==> src/atc_pkg.sv <==
// ----------------------------------------------------------------------------
// atc_pkg
// Widths, constants and state codes for the altitude thrust controller.
// ----------------------------------------------------------------------------
package atc_pkg;

    localparam int DATA_W    = 32;
    localparam int GAIN_W    = 24;
    localparam int ERR_W     = 33;
    localparam int TILT_W    = 16;
    localparam int DT_W      = 16;
    localparam int FRAC_W    = 16;
    localparam int INTEG_W   = 18;
    localparam int SUM_W     = 34;
    localparam int INC_W     = 49;
    localparam int ACC_W     = 59;
    localparam int QUO_W     = 58;
    localparam int REM_W     = 16;
    localparam int SCALE_W   = 64;
    localparam int SCALE_PAD = 6;
    localparam int GRAV_W    = 20;
    localparam int CNT_W     = 6;
    localparam int CFG_IDX_W = 3;

    localparam logic [GRAV_W-1:0]  GRAVITY      = 20'd642908;
    localparam logic [SUM_W-1:0]   INTEG_LIMIT  = 34'd65536;
    localparam logic [GAIN_W-1:0]  RATE_RESET   = 24'd6553600;
    localparam logic [GAIN_W-1:0]  MASS_RESET   = 24'd65536;
    localparam logic [CNT_W-1:0]   MUL_LAST     = CNT_W'(GAIN_W - 1);
    localparam logic [CNT_W-1:0]   DIV_LAST     = CNT_W'(QUO_W - 1);
    localparam logic [DATA_W-1:0]  THRUST_MAX   = 32'h7FFF_FFFF;
    localparam logic [DATA_W-1:0]  THRUST_MIN   = 32'h8000_0000;

    typedef enum logic [CFG_IDX_W-1:0] {
        REG_POSITION_GAIN      = 3'd0,
        REG_VELOCITY_GAIN      = 3'd1,
        REG_INTEGRAL_GAIN      = 3'd2,
        REG_DESCENT_RATE_LIMIT = 3'd3,
        REG_ASCENT_RATE_LIMIT  = 3'd4,
        REG_VEHICLE_MASS       = 3'd5
    } cfg_reg_t;

    typedef enum logic [3:0] {
        ST_IDLE,
        ST_PREP,
        ST_MUL_ERR,
        ST_INTEG,
        ST_MUL_INT,
        ST_DIV_SETUP,
        ST_DIVIDE,
        ST_SCALE,
        ST_FINISH
    } state_t;

endpackage

==> src/altitude_thrust_control.sv <==
// ----------------------------------------------------------------------------
// altitude_thrust_control
// Vertical PID controller with feed-forward, giving collective thrust.
// ----------------------------------------------------------------------------
// One item is taken while the block is idle; no new item is taken until
// its result has been loaded into the output register and the block is
// idle again. The work is done by the serial datapath: two 24-step
// shift-add passes over the gain bits (errors, then integral), a 58-step
// restoring divide by the tilt cosine one quotient bit per cycle, and a
// 24-step shift-add scaling by vehicle mass. A finished result waits in the
// output register while the next item is accepted.
module altitude_thrust_control (
    input  logic                                 clk,
    input  logic                                 rst_n,
    input  logic                                 cfg_write,
    input  logic [atc_pkg::CFG_IDX_W-1:0]        cfg_index,
    input  logic [atc_pkg::GAIN_W-1:0]           cfg_data,
    input  logic                                 in_valid,
    output logic                                 in_ready,
    input  logic signed [atc_pkg::DATA_W-1:0]    height_target,
    input  logic signed [atc_pkg::DATA_W-1:0]    climb_target,
    input  logic signed [atc_pkg::DATA_W-1:0]    height_measured,
    input  logic signed [atc_pkg::DATA_W-1:0]    climb_measured,
    input  logic signed [atc_pkg::DATA_W-1:0]    accel_feedforward,
    input  logic signed [atc_pkg::TILT_W-1:0]    tilt_cosine,
    input  logic [atc_pkg::DT_W-1:0]             time_step,
    output logic                                 out_valid,
    input  logic                                 out_ready,
    output logic signed [atc_pkg::DATA_W-1:0]    thrust_command,
    output logic                                 tilt_fault
);

    atc_pkg::state_t state_reg, state_next;

    logic [atc_pkg::GAIN_W-1:0] pos_gain_reg, vel_gain_reg, int_gain_reg;
    logic [atc_pkg::GAIN_W-1:0] descent_reg, ascent_reg, mass_reg;

    logic signed [atc_pkg::ERR_W-1:0]   pos_err_reg;
    logic signed [atc_pkg::ERR_W-1:0]   vel_tgt_reg;
    logic signed [atc_pkg::DATA_W-1:0]  vel_meas_reg;
    logic signed [atc_pkg::DATA_W-1:0]  ff_reg;
    logic signed [atc_pkg::TILT_W-1:0]  tilt_reg;
    logic [atc_pkg::DT_W-1:0]           dt_sh_reg;
    logic signed [atc_pkg::INTEG_W-1:0] integral_reg;

    logic signed [atc_pkg::ACC_W-1:0]   mpos_reg, mvel_reg;
    logic signed [atc_pkg::ACC_W-1:0]   acc_p_reg, acc_v_reg;
    logic signed [atc_pkg::INC_W-1:0]   acc_i_reg;
    logic [atc_pkg::GAIN_W-1:0]         pg_sh_reg, vg_sh_reg;
    logic [atc_pkg::QUO_W-1:0]          num_sh_reg;
    logic [atc_pkg::REM_W-1:0]          rem_reg;
    logic [atc_pkg::TILT_W-1:0]         div_reg;
    logic                               positive_reg;
    logic [atc_pkg::SCALE_W-1:0]        scale_acc_reg;
    logic [atc_pkg::CNT_W-1:0]          cnt_reg;

    logic                               out_valid_reg, out_valid_next;
    logic signed [atc_pkg::DATA_W-1:0]  thrust_reg;
    logic                               fault_reg;

    logic in_accept, load_out, cnt_mul_done, cnt_div_done;

    // capture
    logic signed [atc_pkg::ERR_W-1:0] vt_ext, descent_ext, ascent_neg, vel_tgt_clamped;
    // datapath
    logic signed [atc_pkg::ERR_W-1:0]   vel_err;
    logic signed [atc_pkg::ACC_W-1:0]   ff_term, grav_term, ffg;
    logic signed [atc_pkg::ERR_W-1:0]   integ_inc;
    logic signed [atc_pkg::SUM_W-1:0]   integ_sum;
    logic signed [atc_pkg::INTEG_W-1:0] integ_clamped;
    logic signed [atc_pkg::ACC_W-1:0]   u_abs;
    logic [atc_pkg::REM_W:0]            trial;
    logic                               qbit;
    logic [atc_pkg::SCALE_W:0]          scale_sum;
    logic                               mag_big;
    logic [atc_pkg::DATA_W-1:0]         mag_low;
    logic [atc_pkg::DATA_W-1:0]         thrust_sat;

    // configuration
    always_ff @(posedge clk or negedge rst_n)
    begin
        if (!rst_n)
        begin
            pos_gain_reg <= '0;
            vel_gain_reg <= '0;
            int_gain_reg <= '0;
            descent_reg  <= atc_pkg::RATE_RESET;
            ascent_reg   <= atc_pkg::RATE_RESET;
            mass_reg     <= atc_pkg::MASS_RESET;
        end
        else if (cfg_write)
        begin
            case (cfg_index)
                atc_pkg::REG_POSITION_GAIN:      pos_gain_reg <= cfg_data;
                atc_pkg::REG_VELOCITY_GAIN:      vel_gain_reg <= cfg_data;
                atc_pkg::REG_INTEGRAL_GAIN:      int_gain_reg <= cfg_data;
                atc_pkg::REG_DESCENT_RATE_LIMIT: descent_reg  <= cfg_data;
                atc_pkg::REG_ASCENT_RATE_LIMIT:  ascent_reg   <= cfg_data;
                atc_pkg::REG_VEHICLE_MASS:       mass_reg     <= cfg_data;
                default: ;
            endcase
        end
    end

    assign cnt_mul_done = (cnt_reg == atc_pkg::MUL_LAST);
    assign cnt_div_done = (cnt_reg == atc_pkg::DIV_LAST);

    // next state
    always_comb
    begin
        state_next = state_reg;
        case (state_reg)
            atc_pkg::ST_IDLE:      if (in_valid) state_next = atc_pkg::ST_PREP;
            atc_pkg::ST_PREP:      state_next = atc_pkg::ST_MUL_ERR;
            atc_pkg::ST_MUL_ERR:   if (cnt_mul_done) state_next = atc_pkg::ST_INTEG;
            atc_pkg::ST_INTEG:     state_next = atc_pkg::ST_MUL_INT;
            atc_pkg::ST_MUL_INT:   if (cnt_mul_done) state_next = atc_pkg::ST_DIV_SETUP;
            atc_pkg::ST_DIV_SETUP: state_next = atc_pkg::ST_DIVIDE;
            atc_pkg::ST_DIVIDE:    if (cnt_div_done) state_next = atc_pkg::ST_SCALE;
            atc_pkg::ST_SCALE:     if (cnt_mul_done) state_next = atc_pkg::ST_FINISH;
            atc_pkg::ST_FINISH:    if (!out_valid_reg || out_ready)
                                       state_next = atc_pkg::ST_IDLE;
            default:               state_next = atc_pkg::ST_IDLE;
        endcase
    end

    // control outputs
    always_comb
    begin
        in_ready = 1'b0;
        load_out = 1'b0;
        case (state_reg)
            atc_pkg::ST_IDLE:   in_ready = 1'b1;
            atc_pkg::ST_FINISH: load_out = !out_valid_reg || out_ready;
            default: ;
        endcase
    end

    assign in_accept = in_valid && in_ready;

    always_ff @(posedge clk or negedge rst_n)
    begin
        if (!rst_n)
        begin
            state_reg     <= atc_pkg::ST_IDLE;
            out_valid_reg <= 1'b0;
            integral_reg  <= '0;
            cnt_reg       <= '0;
        end
        else
        begin
            state_reg     <= state_next;
            out_valid_reg <= out_valid_next;
            case (state_reg)
                atc_pkg::ST_PREP, atc_pkg::ST_INTEG, atc_pkg::ST_DIV_SETUP:
                    cnt_reg <= '0;
                atc_pkg::ST_MUL_ERR, atc_pkg::ST_MUL_INT, atc_pkg::ST_SCALE:
                    cnt_reg <= cnt_reg + 1'b1;
                atc_pkg::ST_DIVIDE:
                    cnt_reg <= cnt_div_done ? '0 : cnt_reg + 1'b1;
                default: ;
            endcase
            if (state_reg == atc_pkg::ST_INTEG)
                integral_reg <= integ_clamped;
        end
    end

    assign out_valid_next = load_out ? 1'b1 : (out_valid_reg && !out_ready);

    // velocity target clamp at capture
    assign vt_ext      = atc_pkg::ERR_W'(climb_target);
    assign descent_ext = $signed(atc_pkg::ERR_W'(descent_reg));
    assign ascent_neg  = -$signed(atc_pkg::ERR_W'(ascent_reg));

    always_comb
    begin
        vel_tgt_clamped = vt_ext;
        if (vt_ext > descent_ext)
            vel_tgt_clamped = descent_ext;
        if (vt_ext < ascent_neg)
            vel_tgt_clamped = ascent_neg;
    end

    assign vel_err   = vel_tgt_reg - atc_pkg::ERR_W'(vel_meas_reg);
    assign ff_term   = atc_pkg::ACC_W'($signed({ff_reg, {atc_pkg::FRAC_W{1'b0}}}));
    assign grav_term = $signed(atc_pkg::ACC_W'({atc_pkg::GRAVITY, {atc_pkg::FRAC_W{1'b0}}}));
    assign ffg       = ff_term - grav_term;

    // integral update, floor of the Q.32 increment
    assign integ_inc = acc_i_reg[atc_pkg::INC_W-1:atc_pkg::FRAC_W];
    assign integ_sum = atc_pkg::SUM_W'(integral_reg) + atc_pkg::SUM_W'(integ_inc);

    always_comb
    begin
        integ_clamped = integ_sum[atc_pkg::INTEG_W-1:0];
        if (integ_sum > $signed(atc_pkg::INTEG_LIMIT))
            integ_clamped = atc_pkg::INTEG_LIMIT[atc_pkg::INTEG_W-1:0];
        if (integ_sum < -$signed(atc_pkg::INTEG_LIMIT))
            integ_clamped = atc_pkg::INTEG_W'(-$signed(atc_pkg::INTEG_LIMIT));
    end

    assign u_abs = acc_p_reg[atc_pkg::ACC_W-1] ? -acc_p_reg : acc_p_reg;

    // restoring divide step
    assign trial = {rem_reg, num_sh_reg[atc_pkg::QUO_W-1]};
    assign qbit  = (trial >= {1'b0, div_reg});

    // mass scaling step, right-shifting accumulator
    assign scale_sum = {1'b0, scale_acc_reg}
                     + (pg_sh_reg[0] ? {1'b0, num_sh_reg, {atc_pkg::SCALE_PAD{1'b0}}}
                                     : '0);

    // saturation
    assign mag_big = |scale_acc_reg[atc_pkg::SCALE_W-1:atc_pkg::DATA_W-1];
    assign mag_low = {1'b0, scale_acc_reg[atc_pkg::DATA_W-2:0]};

    always_comb
    begin
        if (positive_reg)
            thrust_sat = mag_big ? atc_pkg::THRUST_MAX : mag_low;
        else
            thrust_sat = mag_big ? atc_pkg::THRUST_MIN : -mag_low;
    end

    // datapath
    always_ff @(posedge clk)
    begin
        case (state_reg)
            atc_pkg::ST_IDLE:
            begin
                if (in_accept)
                begin
                    pos_err_reg  <= atc_pkg::ERR_W'(height_target)
                                  - atc_pkg::ERR_W'(height_measured);
                    vel_tgt_reg  <= vel_tgt_clamped;
                    vel_meas_reg <= climb_measured;
                    ff_reg       <= accel_feedforward;
                    tilt_reg     <= tilt_cosine;
                    dt_sh_reg    <= time_step;
                end
            end
            atc_pkg::ST_PREP:
            begin
                mpos_reg  <= atc_pkg::ACC_W'(pos_err_reg);
                mvel_reg  <= atc_pkg::ACC_W'(vel_err);
                acc_p_reg <= ffg;
                acc_v_reg <= '0;
                acc_i_reg <= '0;
                pg_sh_reg <= pos_gain_reg;
                vg_sh_reg <= vel_gain_reg;
            end
            atc_pkg::ST_MUL_ERR:
            begin
                acc_p_reg <= acc_p_reg + (pg_sh_reg[0] ? mpos_reg : '0);
                acc_v_reg <= acc_v_reg + (vg_sh_reg[0] ? mvel_reg : '0);
                acc_i_reg <= acc_i_reg
                           + (dt_sh_reg[0] ? mpos_reg[atc_pkg::INC_W-1:0] : '0);
                mpos_reg  <= mpos_reg <<< 1;
                mvel_reg  <= mvel_reg <<< 1;
                pg_sh_reg <= pg_sh_reg >> 1;
                vg_sh_reg <= vg_sh_reg >> 1;
                dt_sh_reg <= dt_sh_reg >> 1;
            end
            atc_pkg::ST_INTEG:
            begin
                acc_p_reg <= acc_p_reg + acc_v_reg;
                mvel_reg  <= atc_pkg::ACC_W'(integ_clamped);
                vg_sh_reg <= int_gain_reg;
            end
            atc_pkg::ST_MUL_INT:
            begin
                acc_p_reg <= acc_p_reg + (vg_sh_reg[0] ? mvel_reg : '0);
                mvel_reg  <= mvel_reg <<< 1;
                vg_sh_reg <= vg_sh_reg >> 1;
            end
            atc_pkg::ST_DIV_SETUP:
            begin
                num_sh_reg   <= u_abs[atc_pkg::QUO_W-1:0];
                div_reg      <= tilt_reg[atc_pkg::TILT_W-1] ? -tilt_reg : tilt_reg;
                positive_reg <= acc_p_reg[atc_pkg::ACC_W-1] != tilt_reg[atc_pkg::TILT_W-1];
                rem_reg      <= '0;
            end
            atc_pkg::ST_DIVIDE:
            begin
                rem_reg    <= qbit ? atc_pkg::REM_W'(trial - {1'b0, div_reg})
                                   : trial[atc_pkg::REM_W-1:0];
                num_sh_reg <= {num_sh_reg[atc_pkg::QUO_W-2:0], qbit};
                if (cnt_div_done)
                begin
                    pg_sh_reg     <= mass_reg;
                    scale_acc_reg <= '0;
                end
            end
            atc_pkg::ST_SCALE:
            begin
                scale_acc_reg <= scale_sum[atc_pkg::SCALE_W:1];
                pg_sh_reg     <= pg_sh_reg >> 1;
            end
            atc_pkg::ST_FINISH:
            begin
                if (load_out)
                begin
                    fault_reg  <= (tilt_reg == '0);
                    thrust_reg <= (tilt_reg == '0) ? '0 : $signed(thrust_sat);
                end
            end
            default: ;
        endcase
    end

    assign out_valid      = out_valid_reg;
    assign thrust_command = thrust_reg;
    assign tilt_fault     = fault_reg;

endmodule

==> config.mk <==
export PLATFORM = sky130hd
export DESIGN_NAME = altitude_thrust_control
export DESIGN_NICKNAME = d
export VERILOG_FILES = /design/src/atc_pkg.sv /design/src/altitude_thrust_control.sv
export SDC_FILE = /design/constraint.sdc
export NUM_CORES = 2
export LEC_CHECK = 0
export BUFFER_PORTS_ARGS = -buffer_cell sky130_fd_sc_hd__buf_2
export CAP_MARGIN = 20
export CELL_PAD_IN_SITES_DETAIL_PLACEMENT = 1
export CELL_PAD_IN_SITES_GLOBAL_PLACEMENT = 1
export CORE_ASPECT_RATIO = 0.6
export CORE_MARGIN = 5
export CORE_UTILIZATION = 40
export DETAILED_ROUTE_END_ITERATION = 6
export PLACE_DENSITY = 0.75
export SYNTH_ARGS = -nofsm -noshare
export SYNTH_HDL_FRONTEND = slang
export SYNTH_SLANG_ARGS = --single-unit
==> constraint.sdc <==
create_clock -name clk -period 16.9 [get_ports clk]
set_clock_uncertainty 0.2 [all_clocks]
set_input_delay 3.38 -clock clk [delete_from_list [all_inputs] [get_ports clk]]
set_output_delay 3.38 -clock clk [all_outputs]
set_load 0.02 [all_outputs]
==> out/metrics.yaml <==
timing.final.crit_share: 0.416
seqCellArea_um2: 24800
final_net_count: 7208
ys.flop_type: "edfxtp_1"
worstMarginPinSlew_ns: 1.10
setup_viol: 0
portBuffers: 258
ys_types: 85
synth_area_leaders: "edfxtp_1 34%, ha_1 9.4%, dfrtp_1 6.9%"
initialDrtViolationCount: 5551
status: "completed"
reg2reg_slack_ns: 9.86
startpoint: "state_reg[3]"
area_growth_pct: 11.1
vias: 52500
numCtsBuffers: 92
num-fill-cells: 17200
postCtsHoldBufs: 0
dp_slack_ns: 9.48
fin_crit_ns: 7.04
synth_edf_count: 683
p_per_area_nw_per_um2: 217
max_slew_margin: 0.268
core_area_um2: 150000
grtUsageTotal: 0.259
routed_via_density: 6.08
die_area_um2: 159000
tritoncts: "done"
grt_pass1_vias: 51200
largest_reg_flops: 64
syn-cell-area_um2: 60400
multiInputGateArea_um2: 33900
yosysMostFrequentCell: "nand2_1"
cp-endpoint: "acc_p_reg[58]"
start_util: 0.403
instances_no_fill: 8622
syn_inst: 6358
crit_arrival_ns: 7.28
cts.clk_slew.worst_paths_ns: 0.07
reg2reg_depth: 19
r2r-start: "state_reg[3]"
grt_max_degree: 110
drive_gt1_frac: 0.104
critPathLaunchType: "flop"
critPathKind: "flop to flop"
dp_hpwl_mm: 164
dr.pass1.iters: 5
drc_errors: 0
end_kind: "flop"
total_leakage_power_uw: 0.0279
ys_ff_latch: 856
die_h_um: 311
postRouteAntennaNets: 0
slew_violations: 0
antenna_found_initial: 19
hp-class: "flop to flop"
r2r-end: "acc_p_reg[58]"
wl_per_cell_um: 24.8
dp_cells: 8438
die_w_um: 512
drv_cap: 0
htree_levels: 3
cts_root_buffer: "clkbuf_16"
syn-mean-instance-area_um2: 9.50
path_max_fanout: 41
setup_tns_ns: 0
ys_top_cells_by_count: "776 x nand2_1, 683 x edfxtp_1, 483 x nor2_1, 456 x ha_1, 407 x a21oi_1"
yosysTopAreaCellShare: 0.339
yosys_warnings: 0
grt.overflow.total: 0
yosysTopAreaCell: "edfxtp_1"
ys_async_sr_fraction: 0.202
fmax_ghz: 0.142
ios: 259
routabilityCongestion: 0.961
crit_required_ns: 17.14
fp-row-count: 110
postCtsResizedCells: 0
finalWirelength_mm: 214
rsz0062_at_grt: "no"
clock_path_buffers: 3
clkSinkCount: 856
post_cts_buffers: 0
timing.final.ws_setup_ns: 9.86
ys_seq_area_frac: 0.411
ir_worst_vdd_mv: 0.142
hold_viol: 0
synth_nets: 7047
grt_pass1_wl_mm: 324
clkLatencyLatePin_ns: 0.74
[power breakdown]
part	total, uW	switching, uW	internal, uW
registers	4220	825	3390
clock network	2200	968	1240
logic	8120	5200	2920
total	14500	6990	7550
[layout by cell type (no fill, tap or decap), drive strengths merged, types with 41 or more instances in the layout]
cell / instances
nor2: 483
nand4: 70
edfxtp: 683
buf: 317
and3: 59
a211oi: 65
xnor2: 207
or3: 45
nor3: 107
nor2b: 65
a21oi: 407
ha: 456
xor2: 228
mux2: 145
nand2: 777
inv: 252
nand3: 113
and2: 193
a21o: 224
dfrtp: 166
o21a: 54
nand2b: 69
a22o: 60
a31oi: 59
clkbuf: 111
o21bai: 51
mux2i: 74
o21ai: 417
o31ai: 41
a22oi: 77
[cells by family after synthesis]
group	count (synthesis)	share of synthesized area
DFF	856	0.411
and+or+nand+nor	2131	0.167
xor gates and xnor gates	435	0.0631
muxes	219	0.0393
adders and majority gates	465	0.0974
AOI/OAI and AO/OA	1762	0.191
buffers and inverters	490	0.0310
[metal layers]
layer  vias up  track usage  share of wire
met4         8       0.0467          0.018
met5         -            0        0.00021
met2      2169        0.346           0.39
li1      23800            -              -
met1     26200        0.418           0.49
met3       263       0.0612           0.10
[worst max-delay path, stage by stage (launching register included)]
cell and delay, ns:
dfrtp_1 0.76, nor2_1 0.27, nand2_1 0.38, and2_2 0.45, buf_4 0.49, a22o_1 0.26, ha_1 0.20, inv_1 0.07
fa_1 0.41, nor2b_1 0.22, o31ai_1 0.16, a31o_2 0.32, a211o_1 0.28, a21oi_1 0.20, a21oi_1 0.17, o41ai_1 0.83
o21ai_0 0.31, o41ai_1 0.44, xnor2_1 0.17, o221ai_1 0.13
[cell type report]
type                       count  share of cell area
antenna                        8            0.000298
clock buffer                 111              0.0361
clock inverter                62              0.0108
inverter                     240              0.0134
multi-input combinational   5012               0.505
sequential                   856               0.370
tap                         2016              0.0376
timing repair buffer         317              0.0269
[how the worst min path moves through the flow]
stage	from	to	slack [ns]	cells after the start
detailed placement	integral_reg[9]	integral_reg[9]	0.29	2
global placement	integral_reg[14]	integral_reg[14]	0.27	2
floorplan	integral_reg[14]	integral_reg[14]	0.25	2
global route	pos_gain_reg[0]	pos_gain_reg[0]	0.33	1
finish	integral_reg[9]	integral_reg[9]	0.30	2
CTS	integral_reg[9]	integral_reg[9]	0.30	2
[stage by stage]
step,hold slack [ns],power [uW],instance area (um^2),util
finish,0.305,14500,67100,0.447
global route,0.329,15400,67100,0.447
CTS,0.302,14400,67000,0.447
detailed placement,0.288,12100,63900,0.426
global placement,0.270,11800,63900,0.426
floorplan,0.254,9560,60400,-
Note: power is estimated with default switching activity, not from simulation.
